==> config.mk <==
export PLATFORM = sky130hd
export DESIGN_NAME = csma_ca_ack_retry_controller
export DESIGN_NICKNAME = d
export VERILOG_FILES = /design/src/design/cac_pkg.sv /design/src/design/cac_regs.sv /design/src/design/csma_ca_ack_retry_controller.sv
export SDC_FILE = /design/constraint.sdc
export NUM_CORES = 1
export LEC_CHECK = 0
export BUFFER_PORTS_ARGS = -buffer_cell sky130_fd_sc_hd__buf_2
export CAP_MARGIN = 30
export CORE_ASPECT_RATIO = 0.75
export CORE_MARGIN = 1
export CORE_UTILIZATION = 59
export DETAILED_ROUTE_END_ITERATION = 10
export PLACE_DENSITY = 0.82
export SLEW_MARGIN = 10
export SYNTH_ARGS = -nofsm -noshare
export SYNTH_HDL_FRONTEND = slang
export SYNTH_SLANG_ARGS = --single-unit
==> constraint.sdc <==
create_clock -name clk -period 8.3 [get_ports clk]
set_input_delay 0.415 -clock clk [delete_from_list [all_inputs] [get_ports clk]]
set_output_delay 0.415 -clock clk [all_outputs]
set_load 0.005 [all_outputs]
==> src/design/cac_pkg.sv <==
package cac_pkg;

    localparam int ADDR_W = 5;
    localparam int DATA_W = 32;

    localparam logic [6:0]  SIFS_MAX_PHY_LEN = 7'd18;

    localparam logic [15:0] RST_UNIT_BACKOFF = 16'd320;
    localparam logic [15:0] RST_ACK_WAIT     = 16'd864;
    localparam logic [15:0] RST_SHORT_IFS    = 16'd192;
    localparam logic [15:0] RST_LONG_IFS     = 16'd640;
    localparam logic [2:0]  RST_MIN_EXP      = 3'd3;
    localparam logic [2:0]  RST_MAX_EXP      = 3'd5;
    localparam logic [2:0]  RST_MAX_BACKOFFS = 3'd3;
    localparam logic [2:0]  RST_MAX_TRIES    = 3'd3;

    typedef enum logic [2:0] {
        REG_UNIT_BACKOFF = 3'd0,
        REG_ACK_WAIT     = 3'd1,
        REG_SHORT_IFS    = 3'd2,
        REG_LONG_IFS     = 3'd3,
        REG_MIN_EXP      = 3'd4,
        REG_MAX_EXP      = 3'd5,
        REG_MAX_BACKOFFS = 3'd6,
        REG_MAX_TRIES    = 3'd7
    } reg_idx_t;

    typedef enum logic [3:0] {
        MODE_START_SEND      = 4'd0,
        MODE_BACKOFF_EXPIRED = 4'd1,
        MODE_CCA_BUSY        = 4'd2,
        MODE_TX_READY        = 4'd3,
        MODE_TX_END          = 4'd4,
        MODE_RX_OK           = 4'd5,
        MODE_RX_CRC_ERROR    = 4'd6,
        MODE_ACK_TIMEOUT     = 4'd7,
        MODE_STOP            = 4'd8
    } mode_t;

    typedef enum logic [2:0] {
        ACT_NONE    = 3'd0,
        ACT_BACKOFF = 3'd1,
        ACT_CCA     = 3'd2,
        ACT_TX      = 3'd3,
        ACT_ACKWAIT = 3'd4,
        ACT_OK      = 3'd5,
        ACT_FAIL    = 3'd6
    } action_t;

    typedef enum logic [1:0] {
        PH_IDLE     = 2'd0,
        PH_SENT     = 2'd1,
        PH_SENT_ACK = 2'd2,
        PH_ACK      = 2'd3
    } phase_t;

    typedef struct packed {
        logic [15:0] unit_backoff_us;
        logic [15:0] ack_wait_us;
        logic [15:0] short_ifs_us;
        logic [15:0] long_ifs_us;
        logic [2:0]  min_exponent;
        logic [2:0]  max_exponent;
        logic [2:0]  max_backoffs;
        logic [2:0]  max_tries;
    } cfg_t;

    typedef struct packed {
        logic [3:0]  mode;
        logic        ack_wanted;
        logic [6:0]  frame_length;
        logic [7:0]  frame_seq;
        logic        rx_is_ack;
        logic [6:0]  random_bits;
        logic        in_receive_state;
        logic [31:0] elapsed_us;
        logic        ack_tx_pending;
    } in_word_t;

    typedef struct packed {
        logic [2:0]  action;
        logic [22:0] timer_us;
        logic [1:0]  send_status;
    } out_word_t;

endpackage

==> src/design/cac_regs.sv <==
module cac_regs
    import cac_pkg::*;
(
    input  logic              clk,
    input  logic              rst_n,
    input  logic              psel,
    input  logic              penable,
    input  logic              pwrite,
    input  logic [ADDR_W-1:0] paddr,
    input  logic [DATA_W-1:0] pwdata,
    output logic [DATA_W-1:0] prdata,
    output logic              pready,
    output cfg_t              cfg
);

    cfg_t     cfg_reg;
    reg_idx_t idx;
    logic     wr_en;

    assign idx    = reg_idx_t'(paddr[ADDR_W-1:2]);
    assign wr_en  = psel && penable && pwrite;
    assign pready = 1'b1;
    assign cfg    = cfg_reg;

    always_ff @(posedge clk or negedge rst_n)
    begin
        if (!rst_n)
        begin
            cfg_reg.unit_backoff_us <= RST_UNIT_BACKOFF;
            cfg_reg.ack_wait_us     <= RST_ACK_WAIT;
            cfg_reg.short_ifs_us    <= RST_SHORT_IFS;
            cfg_reg.long_ifs_us     <= RST_LONG_IFS;
            cfg_reg.min_exponent    <= RST_MIN_EXP;
            cfg_reg.max_exponent    <= RST_MAX_EXP;
            cfg_reg.max_backoffs    <= RST_MAX_BACKOFFS;
            cfg_reg.max_tries       <= RST_MAX_TRIES;
        end
        else if (wr_en)
        begin
            unique case (idx)
                REG_UNIT_BACKOFF: cfg_reg.unit_backoff_us <= pwdata[15:0];
                REG_ACK_WAIT:     cfg_reg.ack_wait_us     <= pwdata[15:0];
                REG_SHORT_IFS:    cfg_reg.short_ifs_us    <= pwdata[15:0];
                REG_LONG_IFS:     cfg_reg.long_ifs_us     <= pwdata[15:0];
                REG_MIN_EXP:      cfg_reg.min_exponent    <= pwdata[2:0];
                REG_MAX_EXP:      cfg_reg.max_exponent    <= pwdata[2:0];
                REG_MAX_BACKOFFS: cfg_reg.max_backoffs    <= pwdata[2:0];
                REG_MAX_TRIES:    cfg_reg.max_tries       <= pwdata[2:0];
            endcase
        end
    end

    always_comb
    begin
        unique case (idx)
            REG_UNIT_BACKOFF: prdata = {16'd0, cfg_reg.unit_backoff_us};
            REG_ACK_WAIT:     prdata = {16'd0, cfg_reg.ack_wait_us};
            REG_SHORT_IFS:    prdata = {16'd0, cfg_reg.short_ifs_us};
            REG_LONG_IFS:     prdata = {16'd0, cfg_reg.long_ifs_us};
            REG_MIN_EXP:      prdata = {29'd0, cfg_reg.min_exponent};
            REG_MAX_EXP:      prdata = {29'd0, cfg_reg.max_exponent};
            REG_MAX_BACKOFFS: prdata = {29'd0, cfg_reg.max_backoffs};
            REG_MAX_TRIES:    prdata = {29'd0, cfg_reg.max_tries};
        endcase
    end

endmodule

==> src/design/csma_ca_ack_retry_controller.sv <==
// Latency: a result word appears in the cycle after its event word is accepted.
// Throughput: one event word per cycle unless the output stalls; the output register
// refills as it is taken; the backoff multiply (slots times unit period) sets the path.
// Reset: asynchronous, active low; send phase idle, exponent, counts and spacing
// zero, registers at their defaults; the expected sequence holds until a send starts.
module csma_ca_ack_retry_controller
    import cac_pkg::*;
(
    input  logic              clk,
    input  logic              rst_n,
    input  logic              in_valid,
    output logic              in_ready,
    input  in_word_t          in_data,
    output logic              out_valid,
    input  logic              out_ready,
    output out_word_t         out_data,
    input  logic              psel,
    input  logic              penable,
    input  logic              pwrite,
    input  logic [ADDR_W-1:0] paddr,
    input  logic [DATA_W-1:0] pwdata,
    output logic [DATA_W-1:0] prdata,
    output logic              pready
);

    cfg_t cfg;

    cac_regs u_regs (
        .clk     (clk),
        .rst_n   (rst_n),
        .psel    (psel),
        .penable (penable),
        .pwrite  (pwrite),
        .paddr   (paddr),
        .pwdata  (pwdata),
        .prdata  (prdata),
        .pready  (pready),
        .cfg     (cfg)
    );

    phase_t      phase_reg, phase_next;
    logic [2:0]  be_reg, be_next;
    logic [2:0]  bc_reg, bc_next;
    logic [2:0]  tc_reg, tc_next;
    logic [15:0] spacing_reg, spacing_next;
    logic [7:0]  seq_reg, seq_next;
    logic        out_valid_reg;
    out_word_t   out_data_reg;
    out_word_t   out_data_next;

    logic        accept;
    logic        sending;
    logic        can_retry;
    logic        ack_match;
    logic        clear_to_cca;
    logic        bo_req;
    logic        restart;
    logic        bo_fail;
    logic [2:0]  bo_be;
    logic [2:0]  bo_bc;
    logic [7:0]  mask;
    logic [7:0]  slots;
    logic [23:0] prod;
    logic [3:0]  be_sum;
    logic [2:0]  be_inc;
    logic [15:0] rx_spacing;
    action_t     act;
    logic [22:0] timer;

    assign in_ready  = !out_valid_reg || out_ready;
    assign accept    = in_valid && in_ready;
    assign out_valid = out_valid_reg;
    assign out_data  = out_data_reg;

    assign sending      = (phase_reg == PH_SENT) || (phase_reg == PH_SENT_ACK);
    assign can_retry    = tc_reg < cfg.max_tries;
    assign ack_match    = (phase_reg == PH_ACK) && in_data.rx_is_ack
                          && (in_data.frame_seq == seq_reg);
    assign clear_to_cca = in_data.in_receive_state
                          && (in_data.elapsed_us >= {16'd0, spacing_reg});
    assign rx_spacing   = (in_data.frame_length <= SIFS_MAX_PHY_LEN) ?
                          cfg.short_ifs_us : cfg.long_ifs_us;

    always_comb
    begin
        bo_req  = 1'b0;
        restart = 1'b0;
        unique case (mode_t'(in_data.mode))
            MODE_START_SEND:
            begin
                bo_req  = (phase_reg == PH_IDLE);
                restart = 1'b1;
            end
            MODE_BACKOFF_EXPIRED: bo_req = sending && !clear_to_cca;
            MODE_CCA_BUSY:        bo_req = sending;
            MODE_TX_READY:        bo_req = sending && in_data.ack_tx_pending;
            MODE_ACK_TIMEOUT:
            begin
                bo_req  = (phase_reg == PH_ACK) && can_retry;
                restart = 1'b1;
            end
            default:
            begin
                bo_req  = 1'b0;
                restart = 1'b0;
            end
        endcase
    end

    assign bo_be   = restart ? cfg.min_exponent : be_reg;
    assign bo_bc   = restart ? 3'd0 : bc_reg;
    assign bo_fail = bo_bc >= cfg.max_backoffs;
    assign mask    = (8'd1 << bo_be) - 8'd1;
    assign slots   = {1'b0, in_data.random_bits & mask[6:0]} + 8'd1;
    assign prod    = 24'(slots) * 24'(cfg.unit_backoff_us);
    assign be_sum  = {1'b0, bo_be} + 4'd1;
    assign be_inc  = (be_sum > {1'b0, cfg.max_exponent}) ? cfg.max_exponent : be_sum[2:0];

    // next state
    always_comb
    begin
        phase_next   = phase_reg;
        be_next      = be_reg;
        bc_next      = bc_reg;
        tc_next      = tc_reg;
        spacing_next = spacing_reg;
        seq_next     = seq_reg;
        unique case (mode_t'(in_data.mode))
            MODE_START_SEND:
            begin
                if (phase_reg == PH_IDLE)
                begin
                    phase_next = in_data.ack_wanted ? PH_SENT_ACK : PH_SENT;
                    seq_next   = in_data.frame_seq;
                    tc_next    = 3'd1;
                end
            end
            MODE_TX_END:
            begin
                if (sending)
                begin
                    spacing_next = rx_spacing;
                    phase_next   = (phase_reg == PH_SENT_ACK) ? PH_ACK : PH_IDLE;
                end
            end
            MODE_RX_OK:
            begin
                spacing_next = rx_spacing;
                if (ack_match)
                begin
                    phase_next = PH_IDLE;
                end
            end
            MODE_RX_CRC_ERROR: spacing_next = cfg.long_ifs_us;
            MODE_ACK_TIMEOUT:
            begin
                if (phase_reg == PH_ACK)
                begin
                    if (can_retry)
                    begin
                        phase_next = PH_SENT_ACK;
                        tc_next    = tc_reg + 3'd1;
                    end
                    else
                    begin
                        phase_next = PH_IDLE;
                    end
                end
            end
            MODE_STOP: phase_next = PH_IDLE;
            default:   phase_next = phase_reg;
        endcase
        if (bo_req)
        begin
            if (bo_fail)
            begin
                be_next    = bo_be;
                bc_next    = bo_bc;
                phase_next = PH_IDLE;
            end
            else
            begin
                be_next = be_inc;
                bc_next = bo_bc + 3'd1;
            end
        end
    end

    // outputs
    always_comb
    begin
        act   = ACT_NONE;
        timer = 23'd0;
        if (bo_req)
        begin
            if (bo_fail)
            begin
                act = ACT_FAIL;
            end
            else
            begin
                act   = ACT_BACKOFF;
                timer = prod[22:0];
            end
        end
        else
        begin
            unique case (mode_t'(in_data.mode))
                MODE_BACKOFF_EXPIRED: act = sending ? ACT_CCA : ACT_NONE;
                MODE_TX_READY:        act = sending ? ACT_TX : ACT_NONE;
                MODE_TX_END:
                begin
                    if (phase_reg == PH_SENT_ACK)
                    begin
                        act   = ACT_ACKWAIT;
                        timer = {7'd0, cfg.ack_wait_us};
                    end
                    else if (phase_reg == PH_SENT)
                    begin
                        act = ACT_OK;
                    end
                end
                MODE_RX_OK:       act = ack_match ? ACT_OK : ACT_NONE;
                MODE_ACK_TIMEOUT: act = (phase_reg == PH_ACK) ? ACT_FAIL : ACT_NONE;
                default:          act = ACT_NONE;
            endcase
        end
        out_data_next.action      = act;
        out_data_next.timer_us    = timer;
        out_data_next.send_status = phase_next;
    end

    always_ff @(posedge clk or negedge rst_n)
    begin
        if (!rst_n)
        begin
            phase_reg     <= PH_IDLE;
            be_reg        <= 3'd0;
            bc_reg        <= 3'd0;
            tc_reg        <= 3'd0;
            spacing_reg   <= 16'd0;
            out_valid_reg <= 1'b0;
        end
        else
        begin
            if (accept)
            begin
                phase_reg   <= phase_next;
                be_reg      <= be_next;
                bc_reg      <= bc_next;
                tc_reg      <= tc_next;
                spacing_reg <= spacing_next;
            end
            if (in_ready)
            begin
                out_valid_reg <= in_valid;
            end
        end
    end

    always_ff @(posedge clk)
    begin
        if (accept)
        begin
            seq_reg      <= seq_next;
            out_data_reg <= out_data_next;
        end
    end

endmodule

==> impl_metrics.json <==
{
  "multi_input_area_um2": 7420,
  "clk_pin_slew_ns": 0.07,
  "synth_area_leaders": "dfrtp_1 (18%), fa_1 (14%), edfxtp_1 (9.1%), ha_1 (8.3%), mux2_2 (7.2%)",
  "required_ns": 8.46,
  "drive_gt1_frac": 0.237,
  "root_buffer": "clkbuf_16",
  "holdCritPathClass": "input pin to register",
  "clock_skew_ns": 0.0110,
  "clk_latency_ns": 0.43,
  "dr.pass1.iters": 11,
  "yosys_warnings": 0,
  "dieHeight_um": 125,
  "dp.cells": 1525,
  "syn_to_final_growth_pct": 12.1,
  "period_minus_slack_ns": 7.64,
  "via_per_inst": 5.91,
  "core_region_area_um2": 19500,
  "synth_top_flop_cell": "dfrtp_1",
  "synthCells": 1170,
  "p_leak_nw": 6.07,
  "place_hpwl_um": 22200,
  "p_per_area_nw_per_um2": 299,
  "min_period_over_period": 0.921,
  "seq_area_um2": 3710,
  "peakVddDrop_v": 0.000179,
  "regToRegStartpoint": "u_regs.cfg[9]",
  "max_freq_mhz": 131,
  "antenna_found_initial": 1,
  "regToRegEndpoint": "out_data[24]",
  "io_pins": 169,
  "worstHoldStart": "in_data[48]",
  "numCtsBuffers": 17,
  "status": "finished with violations",
  "stdcell_count": 1560,
  "grt_pass1_wl_um": 48500,
  "wl_met2_um": 13500,
  "pre_cts_slack_ns": 0.328,
  "largest_reg_flops": 76,
  "hold_depth": 1,
  "grt-ovfl-total": 0,
  "vias": 9212,
  "fin_ws_ns": 0.657,
  "clkSinkCount": 140,
  "rsz0062_at_grt": "no",
  "start_util": 0.609,
  "syn_avg_cell_area_um2": 10.2,
  "yosysSeqAreaShare": 0.311,
  "p_total_mw": 3.99,
  "ant_nets": 0,
  "post_cts_buffers": 0,
  "avgRoutedWirePerCell_um": 19.0,
  "routed_wl_um": 29600,
  "yosysTopAreaCell": "dfrtp_1",
  "ys_ff_latch": 140,
  "drt_iter0_markers": 869,
  "synth_edf_count": 36,
  "worst_slew_margin_rel": 0.334,
  "violations": "design-rule violations",
  "top_layer": "met4",
  "rr_worst_depth": 29,
  "critical_path_class": "input pin to register",
  "drc": 10,
  "arrival_ns": 7.80,
  "fillers": 1414,
  "clk_path_buf_depth": 2,
  "cp_max_fo": 18,
  "yosysUniqueCellTypes": 83,
  "final_util": 0.683,
  "mostFrequentLayoutCells": "inv_1 (141), buf_2 (132), nand2_1 (100), dfrtp_1 (86), and2_1 (84)",
  "dieArea_um2": 20800,
  "hold_end": "seq_reg[6]",
  "die_w_um": 166,
  "rows": 44,
  "placed_area_um2": 12700,
  "synth_top_area_frac": 0.181,
  "regToRegSetupSlack_ns": 0.68,
  "synthesis.area_um2": 11900,
  "route.met3.wl_um": 2390,
  "grt_start_max_net_pins": 67,
  "setup_viol": 0,
  "slew_viol_final": 0,
  "maxCapViolCount": 0,
  "worst_slew_pin_slew_ns": 0.999,
  "port_buffers": 133,
  "nets": 1561,
  "wl_met1_um": 13200,
  "tns_ns": 0,
  "mostFrequentLayoutCell": "inv_1",
  "final_cell_area_um2": 13300,
  "grt_pass1_vias": 9201,
  "worst_setup_path_end_kind": "register",
  "grt_util_all_layers": 0.301,
  "crit_path_start_kind": "input pin",
  "hold_ws_ns": 0.187,
  "async_flop_share": 0.743,
  "place.gp.congestion": 0.918,
  "hold_viol_final": 0,
  "h-tree-depth": 4,
  "cts_tree": "yes"
}
## critical path: stages
cell and delay (ns):
buf_2 0.21, or3_1 0.46, or3_1 0.34, o211a_1 0.19
inv_1 0.09, ha_1 0.25, nand2_2 0.10, ha_1 0.26
a311oi_1 0.45, o2111ai_4 0.21, xor2_2 0.63, and2_1 0.25
fa_1 0.41, inv_1 0.07, fa_1 0.46, fa_1 0.52
fa_1 0.56, inv_1 0.04, ha_1 0.24, nor3_1 0.30
o21ai_0 0.26, a211oi_1 0.28, o21ai_0 0.18, o41ai_1 0.33
xor2_1 0.21, nor2_1 0.06
## Yosys cell counts, drive strengths merged (3+ instances only)
cell type,instances
a31oi,5
mux4,13
nor3,14
buf,34
o221ai,3
edfxtp,36
or3,8
nor2b,29
o21ai,61
a211oi,4
ha,79
dfstp,18
o22ai,5
dfrtp,86
nor4,6
a22o,5
fa,83
nand2b,22
xnor2,17
and3,3
o31ai,3
a21oi,39
o21a,3
a311oi,3
xor2,17
or2,4
nand3,12
mux2i,25
a41oi,3
a21o,4
mux2,76
o2111ai,3
nor2,44
o211ai,3
inv,143
o21bai,3
clkbuf,23
nand2,103
nand4,9
and2,84
## routing by layer
layer / vias up / global-route usage
met3: 55 / 0.0589
li1: 4188 / -
met4: 0 / 0.0935
met2: 406 / 0.460
met5: - / 0
met1: 4563 / 0.436
## power breakdown
part / internal (mW) / leakage, nW / switching (mW)
Clock: 0.416 / 0.284 / 0.329
Combinational: 0.929 / 4.14 / 1.30
Sequential: 0.863 / 1.64 / 0.152
## final cells by class
type | instances | area share
Sequential cell | 140 | 0.278
Inverter | 143 | 0.0404
Timing Repair Buffer | 146 | 0.0591
Antenna cell | 1 | 0.000187
Multi-Input combinational cell | 845 | 0.556
Tap cell | 253 | 0.0237
Clock inverter | 12 | 0.00787
Clock buffer | 20 | 0.0351
## timing repair
| action | CTS | global route |
|---|---|---|
| hold buffers | 1 | 0 |
| setup endpoints to repair | 0 | 0 |
| resized for setup | 0 | 0 |
| endpoints found under the hold margin | 31 | 0 |
## worst max path at each step
stage	from	to	slack [ns]	depth (start not counted)
floorplan	in_data[58]	out_data[24]	0.94	30
global placement	in_data[60]	out_data[18]	0.47	27
detailed placement	in_data[60]	out_data[24]	0.33	26
CTS	in_data[60]	out_data[24]	0.71	26
global route	in_data[60]	out_data[23]	0.16	26
finish	in_data[60]	out_data[23]	0.66	26
## cells by family (layout without fill, tap and decap cells)
group | after synthesis | after routing | synth area share
mux | 114 | 114 | 0.118
other cells | 2 | 18 | 0.000631
fa+ha+maj | 162 | 162 | 0.223
buf+inv | 200 | 321 | 0.0714
compound gates | 168 | 168 | 0.0924
simple gates | 349 | 349 | 0.156
flops | 140 | 140 | 0.311
xor+xnor | 35 | 35 | 0.0282
(Power assumes the default switching activity.)
